[src/hdl/fpc_pkg.sv]
// ----------------------------------------------------------------------------
// Fixed-point converter package
// Shared payload and pipeline stage types, widths and opcodes for the
// fixed-point format converter.
// ----------------------------------------------------------------------------
`default_nettype none

package fpc_pkg;

  localparam int unsigned XW = 64;
  localparam int unsigned IW = 6;
  localparam int unsigned FW = 7;
  localparam int unsigned WW = 8;

  localparam logic [FW-1:0] FB_MAX = 7'd64;

  localparam logic OP_FIX = 1'b0;
  localparam logic OP_INT = 1'b1;

  typedef struct packed {
    logic          opcode;
    logic [XW-1:0] src_bits;
    logic          src_signed;
    logic [IW-1:0] src_ibit;
    logic [FW-1:0] src_fbit;
    logic          dst_signed;
    logic [IW-1:0] dst_ibit;
    logic [FW-1:0] dst_fbit;
    logic          saturate;
  } fpc_in_t;

  typedef struct packed {
    logic [XW-1:0] result_bits;
    logic          overflow;
  } fpc_out_t;

  typedef struct packed {
    logic          pass;
    logic          neg;
    logic          d_sgn;
    logic          sat;
    logic [FW-1:0] k;
    logic [FW-1:0] ifb;
    logic [WW-1:0] w;
  } fpc_ctl_t;

  typedef struct packed {
    fpc_ctl_t      ctl;
    logic          rshift;
    logic [FW-1:0] r;
    logic [XW-1:0] m;
  } fpc_s1_t;

  typedef struct packed {
    fpc_ctl_t      ctl;
    logic          rnd;
    logic [XW-1:0] m;
  } fpc_s2_t;

  typedef struct packed {
    fpc_ctl_t      ctl;
    logic [XW-1:0] m;
  } fpc_s3_t;

  typedef struct packed {
    fpc_ctl_t      ctl;
    logic          nz;
    logic          pow2;
    logic [FW-1:0] bl;
    logic [XW-1:0] res;
  } fpc_s4_t;

  typedef struct packed {
    fpc_ctl_t      ctl;
    logic          over_hi;
    logic          over_lo;
    logic [XW-1:0] res;
  } fpc_s5_t;

endpackage

`default_nettype wire

[src/hdl/fpc_prep.sv]
// ----------------------------------------------------------------------------
// Fixed-point converter input stage
// Extends the source, splits it into sign and magnitude and works out the
// shift direction and amount and the destination width.
// ----------------------------------------------------------------------------
`default_nettype none

module fpc_prep
  import fpc_pkg::*;
#(
  parameter int unsigned DATA_WIDTH = 64
) (
  input  logic    clk,
  input  logic    rst,
  input  logic    in_valid,
  input  fpc_in_t in_item,
  output logic    s1_valid,
  output fpc_s1_t s1
);

  localparam logic [XW-1:0] DMASK = {XW{1'b1}} >> (XW - DATA_WIDTH);

  logic [XW-1:0] v;
  logic [FW-1:0] sfc;
  logic [FW-1:0] dfc;
  logic          same;
  logic          neg;
  fpc_s1_t       s1_next;

  always_comb begin
    v = in_item.src_bits & DMASK;
    if (in_item.src_signed && in_item.src_bits[DATA_WIDTH-1]) begin
      v = v | ~DMASK;
    end
    sfc = (in_item.src_fbit > FB_MAX) ? FB_MAX : in_item.src_fbit;
    dfc = (in_item.dst_fbit > FB_MAX) ? FB_MAX : in_item.dst_fbit;
    same = (in_item.opcode == OP_FIX) && (in_item.src_signed == in_item.dst_signed) &&
           (in_item.src_ibit == in_item.dst_ibit) && (in_item.src_fbit == in_item.dst_fbit);
    neg = in_item.src_signed && v[XW-1];

    s1_next.ctl.pass  = same;
    s1_next.ctl.d_sgn = in_item.dst_signed;
    s1_next.ctl.sat   = in_item.saturate;
    s1_next.ctl.ifb   = {1'b0, in_item.dst_ibit} + dfc;
    s1_next.ctl.w     = {1'b0, s1_next.ctl.ifb} + WW'(in_item.dst_signed);
    s1_next.ctl.neg   = neg;
    s1_next.ctl.k     = '0;
    s1_next.rshift    = 1'b0;
    s1_next.r         = '0;
    s1_next.m         = neg ? (XW'(0) - v) : v;

    if (same) begin
      s1_next.ctl.neg = 1'b0;
      s1_next.m       = v;
    end else if (in_item.opcode == OP_INT) begin
      s1_next.ctl.k = dfc;
    end else if (dfc >= sfc) begin
      s1_next.ctl.k = dfc - sfc;
    end else begin
      s1_next.rshift = 1'b1;
      s1_next.r      = sfc - dfc;
    end
  end

  always_ff @(posedge clk) begin
    if (rst) begin
      s1_valid <= 1'b0;
    end else begin
      s1_valid <= in_valid;
    end
    s1 <= s1_next;
  end

endmodule

`default_nettype wire

[src/hdl/fpc_align.sv]
// ----------------------------------------------------------------------------
// Fixed-point converter alignment stages
// Right-shifts the magnitude when fraction bits are dropped, then rounds a
// negative value's magnitude up so that the result truncates toward minus
// infinity.
// ----------------------------------------------------------------------------
`default_nettype none

module fpc_align
  import fpc_pkg::*;
(
  input  logic    clk,
  input  logic    rst,
  input  logic    s1_valid,
  input  fpc_s1_t s1,
  output logic    s3_valid,
  output fpc_s3_t s3
);

  logic          s2_valid;
  fpc_s2_t       s2;
  fpc_s2_t       s2_next;
  fpc_s3_t       s3_next;
  logic [XW-1:0] low_mask;

  always_comb begin
    low_mask    = ~({XW{1'b1}} << s1.r[5:0]);
    s2_next.ctl = s1.ctl;
    s2_next.m   = s1.m;
    s2_next.rnd = 1'b0;
    if (s1.rshift) begin
      if (s1.r[6]) begin
        s2_next.m   = '0;
        s2_next.rnd = s1.ctl.neg;
      end else begin
        s2_next.m   = s1.m >> s1.r[5:0];
        s2_next.rnd = s1.ctl.neg && ((s1.m & low_mask) != '0);
      end
    end
  end

  always_comb begin
    s3_next.ctl = s2.ctl;
    s3_next.m   = s2.m + XW'(s2.rnd);
  end

  always_ff @(posedge clk) begin
    if (rst) begin
      s2_valid <= 1'b0;
      s3_valid <= 1'b0;
    end else begin
      s2_valid <= s1_valid;
      s3_valid <= s2_valid;
    end
    s2 <= s2_next;
    s3 <= s3_next;
  end

endmodule

`default_nettype wire

[src/hdl/fpc_range.sv]
// ----------------------------------------------------------------------------
// Fixed-point converter range stages
// Finds the leading one and scales the magnitude, then checks the exact
// value against the destination range and applies the sign.
// ----------------------------------------------------------------------------
`default_nettype none

module fpc_range
  import fpc_pkg::*;
(
  input  logic    clk,
  input  logic    rst,
  input  logic    s3_valid,
  input  fpc_s3_t s3,
  output logic    s5_valid,
  output fpc_s5_t s5
);

  logic          s4_valid;
  fpc_s4_t       s4;
  fpc_s4_t       s4_next;
  fpc_s5_t       s5_next;
  logic [WW-1:0] sum;
  logic [WW-1:0] ifb1;
  logic          lo_cond;

  always_comb begin
    s4_next.ctl  = s3.ctl;
    s4_next.nz   = (s3.m != '0);
    s4_next.pow2 = ((s3.m & (s3.m - XW'(1))) == '0);
    s4_next.bl   = '0;
    for (int i = 0; i < XW; i++) begin
      if (s3.m[i]) begin
        s4_next.bl = FW'(i + 1);
      end
    end
    s4_next.res = s3.ctl.k[6] ? '0 : (s3.m << s3.ctl.k[5:0]);
  end

  always_comb begin
    sum     = {1'b0, s4.bl} + {1'b0, s4.ctl.k};
    ifb1    = {1'b0, s4.ctl.ifb} + WW'(1);
    lo_cond = !s4.ctl.d_sgn || (sum > ifb1) || ((sum == ifb1) && !s4.pow2);
    s5_next.ctl     = s4.ctl;
    s5_next.over_hi = !s4.ctl.pass && s4.nz && !s4.ctl.neg && (sum > {1'b0, s4.ctl.ifb});
    s5_next.over_lo = !s4.ctl.pass && s4.nz && s4.ctl.neg && lo_cond;
    s5_next.res     = s4.ctl.neg ? (XW'(0) - s4.res) : s4.res;
  end

  always_ff @(posedge clk) begin
    if (rst) begin
      s4_valid <= 1'b0;
      s5_valid <= 1'b0;
    end else begin
      s4_valid <= s3_valid;
      s5_valid <= s4_valid;
    end
    s4 <= s4_next;
    s5 <= s5_next;
  end

  // A value is never above and below the destination range at once.
  a_over_excl: assert property (@(posedge clk) disable iff (rst)
    s5_valid |-> !(s5.over_hi && s5.over_lo))
    else $error("fpc_range: both range violations flagged");

endmodule

`default_nettype wire

[src/hdl/fpc_pack.sv]
// ----------------------------------------------------------------------------
// Fixed-point converter output stage
// Selects the pass-through value, the saturation bound or the wrapped value
// extended from the destination width; registers the result and its strobe.
// ----------------------------------------------------------------------------
`default_nettype none

module fpc_pack
  import fpc_pkg::*;
(
  input  logic     clk,
  input  logic     rst,
  input  logic     s5_valid,
  input  fpc_s5_t  s5,
  output logic     done,
  output fpc_out_t result
);

  logic [XW-1:0] hi_bound;
  logic [XW-1:0] lo_bound;
  logic [XW-1:0] ext_mask;
  logic [XW-1:0] ext;
  logic          top_bit;
  fpc_out_t      result_next;

  always_comb begin
    hi_bound = s5.ctl.ifb[6] ? {XW{1'b1}} : ((XW'(1) << s5.ctl.ifb[5:0]) - XW'(1));
    lo_bound = (!s5.ctl.d_sgn || s5.ctl.ifb[6]) ? '0 : (XW'(0) - (XW'(1) << s5.ctl.ifb[5:0]));
    ext_mask = ~({XW{1'b1}} << s5.ctl.w[5:0]);
    top_bit  = s5.res[s5.ctl.w[5:0] - 6'd1];
    if (s5.ctl.w[7] || s5.ctl.w[6]) begin
      ext = s5.res;
    end else if (s5.ctl.w == '0) begin
      ext = '0;
    end else if (s5.ctl.d_sgn && top_bit) begin
      ext = s5.res | ~ext_mask;
    end else begin
      ext = s5.res & ext_mask;
    end

    result_next.overflow = 1'b0;
    priority if (s5.ctl.pass) begin
      result_next.result_bits = s5.res;
    end else if (s5.over_hi && s5.ctl.sat) begin
      result_next.result_bits = hi_bound;
    end else if (s5.over_lo && s5.ctl.sat) begin
      result_next.result_bits = lo_bound;
    end else begin
      result_next.result_bits = ext;
      result_next.overflow    = s5.over_hi || s5.over_lo;
    end
  end

  always_ff @(posedge clk) begin
    if (rst) begin
      done <= 1'b0;
    end else begin
      done <= s5_valid;
    end
    result <= result_next;
  end

  // Saturating conversions clamp instead of reporting overflow.
  a_sat_no_ovf: assert property (@(posedge clk) disable iff (rst)
    (s5_valid && s5.ctl.sat) |=> !result.overflow)
    else $error("fpc_pack: overflow reported while saturating");

  // An unchanged format passes the value through without overflow.
  a_pass_no_ovf: assert property (@(posedge clk) disable iff (rst)
    (s5_valid && s5.ctl.pass) |=> (!result.overflow && result.result_bits == $past(s5.res)))
    else $error("fpc_pack: pass-through value altered");

endmodule

`default_nettype wire

[src/hdl/fixed_point_format_converter_top.sv]
// ----------------------------------------------------------------------------
// Fixed-point format converter
// Converts fixed-point or integer values into a destination fixed-point
// format with optional saturation.
// ----------------------------------------------------------------------------
// The converter takes one transaction in every clock cycle and never raises
// busy. Each result appears on result with done high for exactly one cycle,
// in the order the transactions were issued; the receiver must take it in
// that cycle. Each transaction passes through six register stages: input
// decode and sign split, the right shifter, the rounding adder, leading-one
// detection with the left shifter, the range compare with sign restore, and
// the output select.
`default_nettype none

module fixed_point_format_converter_top
  import fpc_pkg::*;
#(
  parameter int unsigned DATA_WIDTH = 64
) (
  input  logic     clk,
  input  logic     rst,
  input  logic     start,
  output logic     busy,
  input  fpc_in_t  item,
  output logic     done,
  output fpc_out_t result
);

  logic    in_valid;
  logic    s1_valid;
  logic    s3_valid;
  logic    s5_valid;
  fpc_s1_t s1;
  fpc_s3_t s3;
  fpc_s5_t s5;

  assign busy     = 1'b0;
  assign in_valid = start && !busy;

  fpc_prep #(
    .DATA_WIDTH(DATA_WIDTH)
  ) u_prep (
    .clk     (clk),
    .rst     (rst),
    .in_valid(in_valid),
    .in_item (item),
    .s1_valid(s1_valid),
    .s1      (s1)
  );

  fpc_align u_align (
    .clk     (clk),
    .rst     (rst),
    .s1_valid(s1_valid),
    .s1      (s1),
    .s3_valid(s3_valid),
    .s3      (s3)
  );

  fpc_range u_range (
    .clk     (clk),
    .rst     (rst),
    .s3_valid(s3_valid),
    .s3      (s3),
    .s5_valid(s5_valid),
    .s5      (s5)
  );

  fpc_pack u_pack (
    .clk     (clk),
    .rst     (rst),
    .s5_valid(s5_valid),
    .s5      (s5),
    .done    (done),
    .result  (result)
  );

  // Every accepted transaction produces its result with done high.
  a_latency: assert property (@(posedge clk) disable iff (rst)
    in_valid |-> ##6 done)
    else $error("fixed_point_format_converter_top: result missing");

endmodule

`default_nettype wire

[config.mk]
export PLATFORM = sky130hd
export DESIGN_NAME = fixed_point_format_converter_top
export DESIGN_NICKNAME = d
export VERILOG_FILES = /design/src/hdl/fpc_pkg.sv /design/src/hdl/fpc_prep.sv /design/src/hdl/fpc_align.sv /design/src/hdl/fpc_range.sv /design/src/hdl/fpc_pack.sv /design/src/hdl/fixed_point_format_converter_top.sv
export SDC_FILE = /design/constraint.sdc
export NUM_CORES = 2
export LEC_CHECK = 0
export BUFFER_PORTS_ARGS = -buffer_cell sky130_fd_sc_hd__buf_2
export CORE_UTILIZATION = 40
export CTS_CLUSTER_SIZE = 25
export DETAILED_ROUTE_END_ITERATION = 12
export REMOVE_ABC_BUFFERS = 1
export SETUP_SLACK_MARGIN = 0.5
export SYNTH_ARGS = -nofsm -noshare
export SYNTH_HDL_FRONTEND = slang
export SYNTH_HIERARCHICAL = 1
export SYNTH_SLANG_ARGS = --single-unit
export TNS_END_PERCENT = 5
[constraint.sdc]
create_clock -name clk -period 5.8 [get_ports clk]
set_clock_uncertainty 0.15 [all_clocks]
set_input_delay 1.74 -clock clk [delete_from_list [all_inputs] [get_ports clk]]
set_output_delay 1.74 -clock clk [all_outputs]
set_load 0.02 [all_outputs]
==> results.sh <==
export IMPL_syn_mean_instance_area_um2=8.53
export IMPL_reg2reg_slack_ps=1220
export IMPL_cp_start_kind="flip-flop"
export IMPL_pin_count=164
export IMPL_ff2ff_path_depth=10
export IMPL_globalplace_congestion=1.03
export IMPL_cts_repair_resize_count=0
export IMPL_cts_root_buf="clkbuf_16"
export IMPL_r2r_end="u_pack/result[24]$_DFF_P_"
export IMPL_fin_crit_ps=4580
export IMPL_routed_wl_um=121000
export IMPL_grt_start_max_net_pins=67
export IMPL_cp_required_ps=6220
export IMPL_maxCapViolCount=0
export IMPL_peakVddDrop_uv=269
export IMPL_start_util_pct=40.3
export IMPL_critPathBufInv=2
export IMPL_core_rowCount=106
export IMPL_power_leakage_uw=0.0142
export IMPL_cpPeakStageDelay_ps=900
export IMPL_postCtsSetupBuffers=0
export IMPL_cp_cell_sequence="inv_1, ha_1, nor2b_1, a22o_1, a211oi_1, a31oi_1, a2111oi_4, buf_12, nand2_1, o41ai_1"
export IMPL_synthesis_instances=3946
export IMPL_drt_iter0_markers=3335
export IMPL_netlist_area_um2=33700
export IMPL_yosys_warnings=6
export IMPL_numCtsBuffers=55
export IMPL_nNetsFinal=4076
export IMPL_grt_pass1_vias=29400
export IMPL_worstHoldEndpoint="u_range/s4[95]$_DFF_P_"
export IMPL_dp_hpwl_um=90000
export IMPL_slew_headroom_pct=23.0
export IMPL_tightest_slew_ps=1150
export IMPL_setup_violations=0
export IMPL_worstHoldPathType="flip-flop to flip-flop"
export IMPL_htree_levels=2
export IMPL_crit_type="flip-flop to flip-flop"
export IMPL_cts_tree="done"
export IMPL_final_cells=5042
export IMPL_cp_max_fo=35
export IMPL_power_density_nw_per_um2=411
export IMPL_num_vias=31277
export IMPL_r2r_start="u_range/s5[68]$_DFF_P_"
export IMPL_cts_hold_buffers=0
export IMPL_finalMaxSlewViolations=0
export IMPL_dp_cells=4943
export IMPL_io_buffers=162
export IMPL_grt_ovfl_total=0
export IMPL_final_hold_viol_count=0
export IMPL_cp_depth=10
export IMPL_worstSkewPairLatency_ps=680
export IMPL_dieArea_um2=85300
export IMPL_hold_depth=0
export IMPL_die_w_um=292
export IMPL_drc_errors=0
export IMPL_finalCritPeriodShare_pct=78.9
export IMPL_viasPerCell=6.20
export IMPL_critical_path_arrival_ps=4990
export IMPL_end_kind="flip-flop"
export IMPL_clk_pin_slew_worst_paths_ps=70
export IMPL_drt_pre_antenna_iters=7
export IMPL_slowest_stage="dfxtp_1"
export IMPL_stdcell_area_um2=36900
export IMPL_wl_per_cell_um=24.0
export IMPL_placed_cell_area_um2=35000
export IMPL_grt_usage_pct=27.5
export IMPL_antenna_found_initial=2
export IMPL_die_height_um=292
export IMPL_rsz0062_at_grt="false"
export IMPL_coreArea_um2=83400
export IMPL_status="finished clean"
export IMPL_drive_above_1_share_pct=15.1
export IMPL_worstHoldStart="u_align/s3[86]$_DFF_P_"
export IMPL_cts_max_path_buffers=3
export IMPL_grt_pass1_wl_um=182000
export IMPL_fmax_ghz=0.218
export IMPL_area_growth_pct=9.65
export IMPL_antenna_left=0
export IMPL_fin_setup_tns_ps=0
export IMPL_crit_family="compound AO/OA/AOI/OAI gates"
export IMPL_clock_sinks=533
export IMPL_n_antenna_cell=0
power by group:
| group | switching, uW | internal [uW] | total [uW] |
|---|---|---|---|
| clock | 1500 | 2150 | 3660 |
| combinational | 3410 | 2270 | 5680 |
| sequential | 1230 | 4580 | 5810 |
flip-flops by register name, indices dropped and copies added (netlist names):
| register | cells |
|---|---|
| u_range/s4 | 99 |
| u_range/s5_valid | 1 |
| u_align/s2_valid | 1 |
| u_pack/result | 65 |
| u_align/s3_valid | 1 |
| u_align/s3 | 90 |
| u_range/s5 | 84 |
| u_range/s4_valid | 1 |
| u_prep/s1 | 98 |
| u_prep/s1_valid | 1 |
| u_align/s2 | 91 |
| u_pack/done | 1 |
per-layer routing:
metal | part of all wire (%) | routed length (um) | track usage [%] | vias to the layer above
met2 | 46 | 55100 | 44.3 | 1567
met3 | 7.2 | 8730 | 3.95 | 366
li1 | - | - | - | 14457
met1 | 40 | 48700 | 34.5 | 14887
met5 | 0 | 0 | 0 | -
met4 | 7.0 | 8420 | 17.3 | 0
how the worst max path moves through the flow:
stage                                end                startpoint
6_report       u_pack/result[24]$_DFF_P_    u_range/s5[68]$_DFF_P_
5_1_grt        u_pack/result[24]$_DFF_P_    u_range/s5[66]$_DFF_P_
3_3_place_gp       u_prep/s1[61]$_DFF_P_                  item[21]
3_5_place_dp       u_prep/s1[59]$_DFF_P_                  item[21]
4_1_cts        u_pack/result[24]$_DFF_P_    u_range/s5[66]$_DFF_P_
2_1_floorplan     u_align/s2[19]$_DFF_P_  u_prep/s1[65]$_SDFF_PP0_
stage by stage:
stage          power, uW  hold WS, ps  worst slack, ps  util, %
2_1_floorplan       9150          160              427        -
3_3_place_gp       11400          160             1190     42.0
3_5_place_dp       11400          162             1170     42.0
4_1_cts            15100          169             1290     44.2
5_1_grt            15900          177             1050     44.2
6_report           15200          147             1220     44.2
cell type report:
| class | instances | area [um^2] |
|---|---|---|
| sequential | 533 | 10700 |
| multi-input combinational | 2995 | 21200 |
| fill | 8227 | 46500 |
| inverter | 101 | 379 |
| tap | 1080 | 1350 |
| clock buffer | 77 | 1560 |
| timing repair buffer | 234 | 1360 |
| clock inverter | 22 | 340 |
cell usage in the layout (no fill, tap or decap), types with 20 or more instances in the layout:
master,instances
o221ai_1,29
buf_2,162
nor2b_1,34
or2_2,21
nor2_1,323
mux4_2,121
nand4_1,39
a22oi_1,26
mux2i_1,120
o22a_1,21
o41ai_1,20
mux2_2,58
nand2_1,431
inv_1,92
nor3_1,74
nand2b_1,31
a21oi_1,253
nor4_1,33
o21a_1,25
and3_1,31
and2_1,26
nand3_1,97
or4_1,26
clkbuf_16,55
xnor2_1,185
a211oi_1,38
xor2_1,66
o22ai_1,43
buf_4,71
ha_1,55
dfxtp_1,523
o21ai_0,266
or3_1,43
o211ai_1,34
a31oi_1,66
o31ai_1,46
Note: power is estimated with default switching activity, not from simulation.
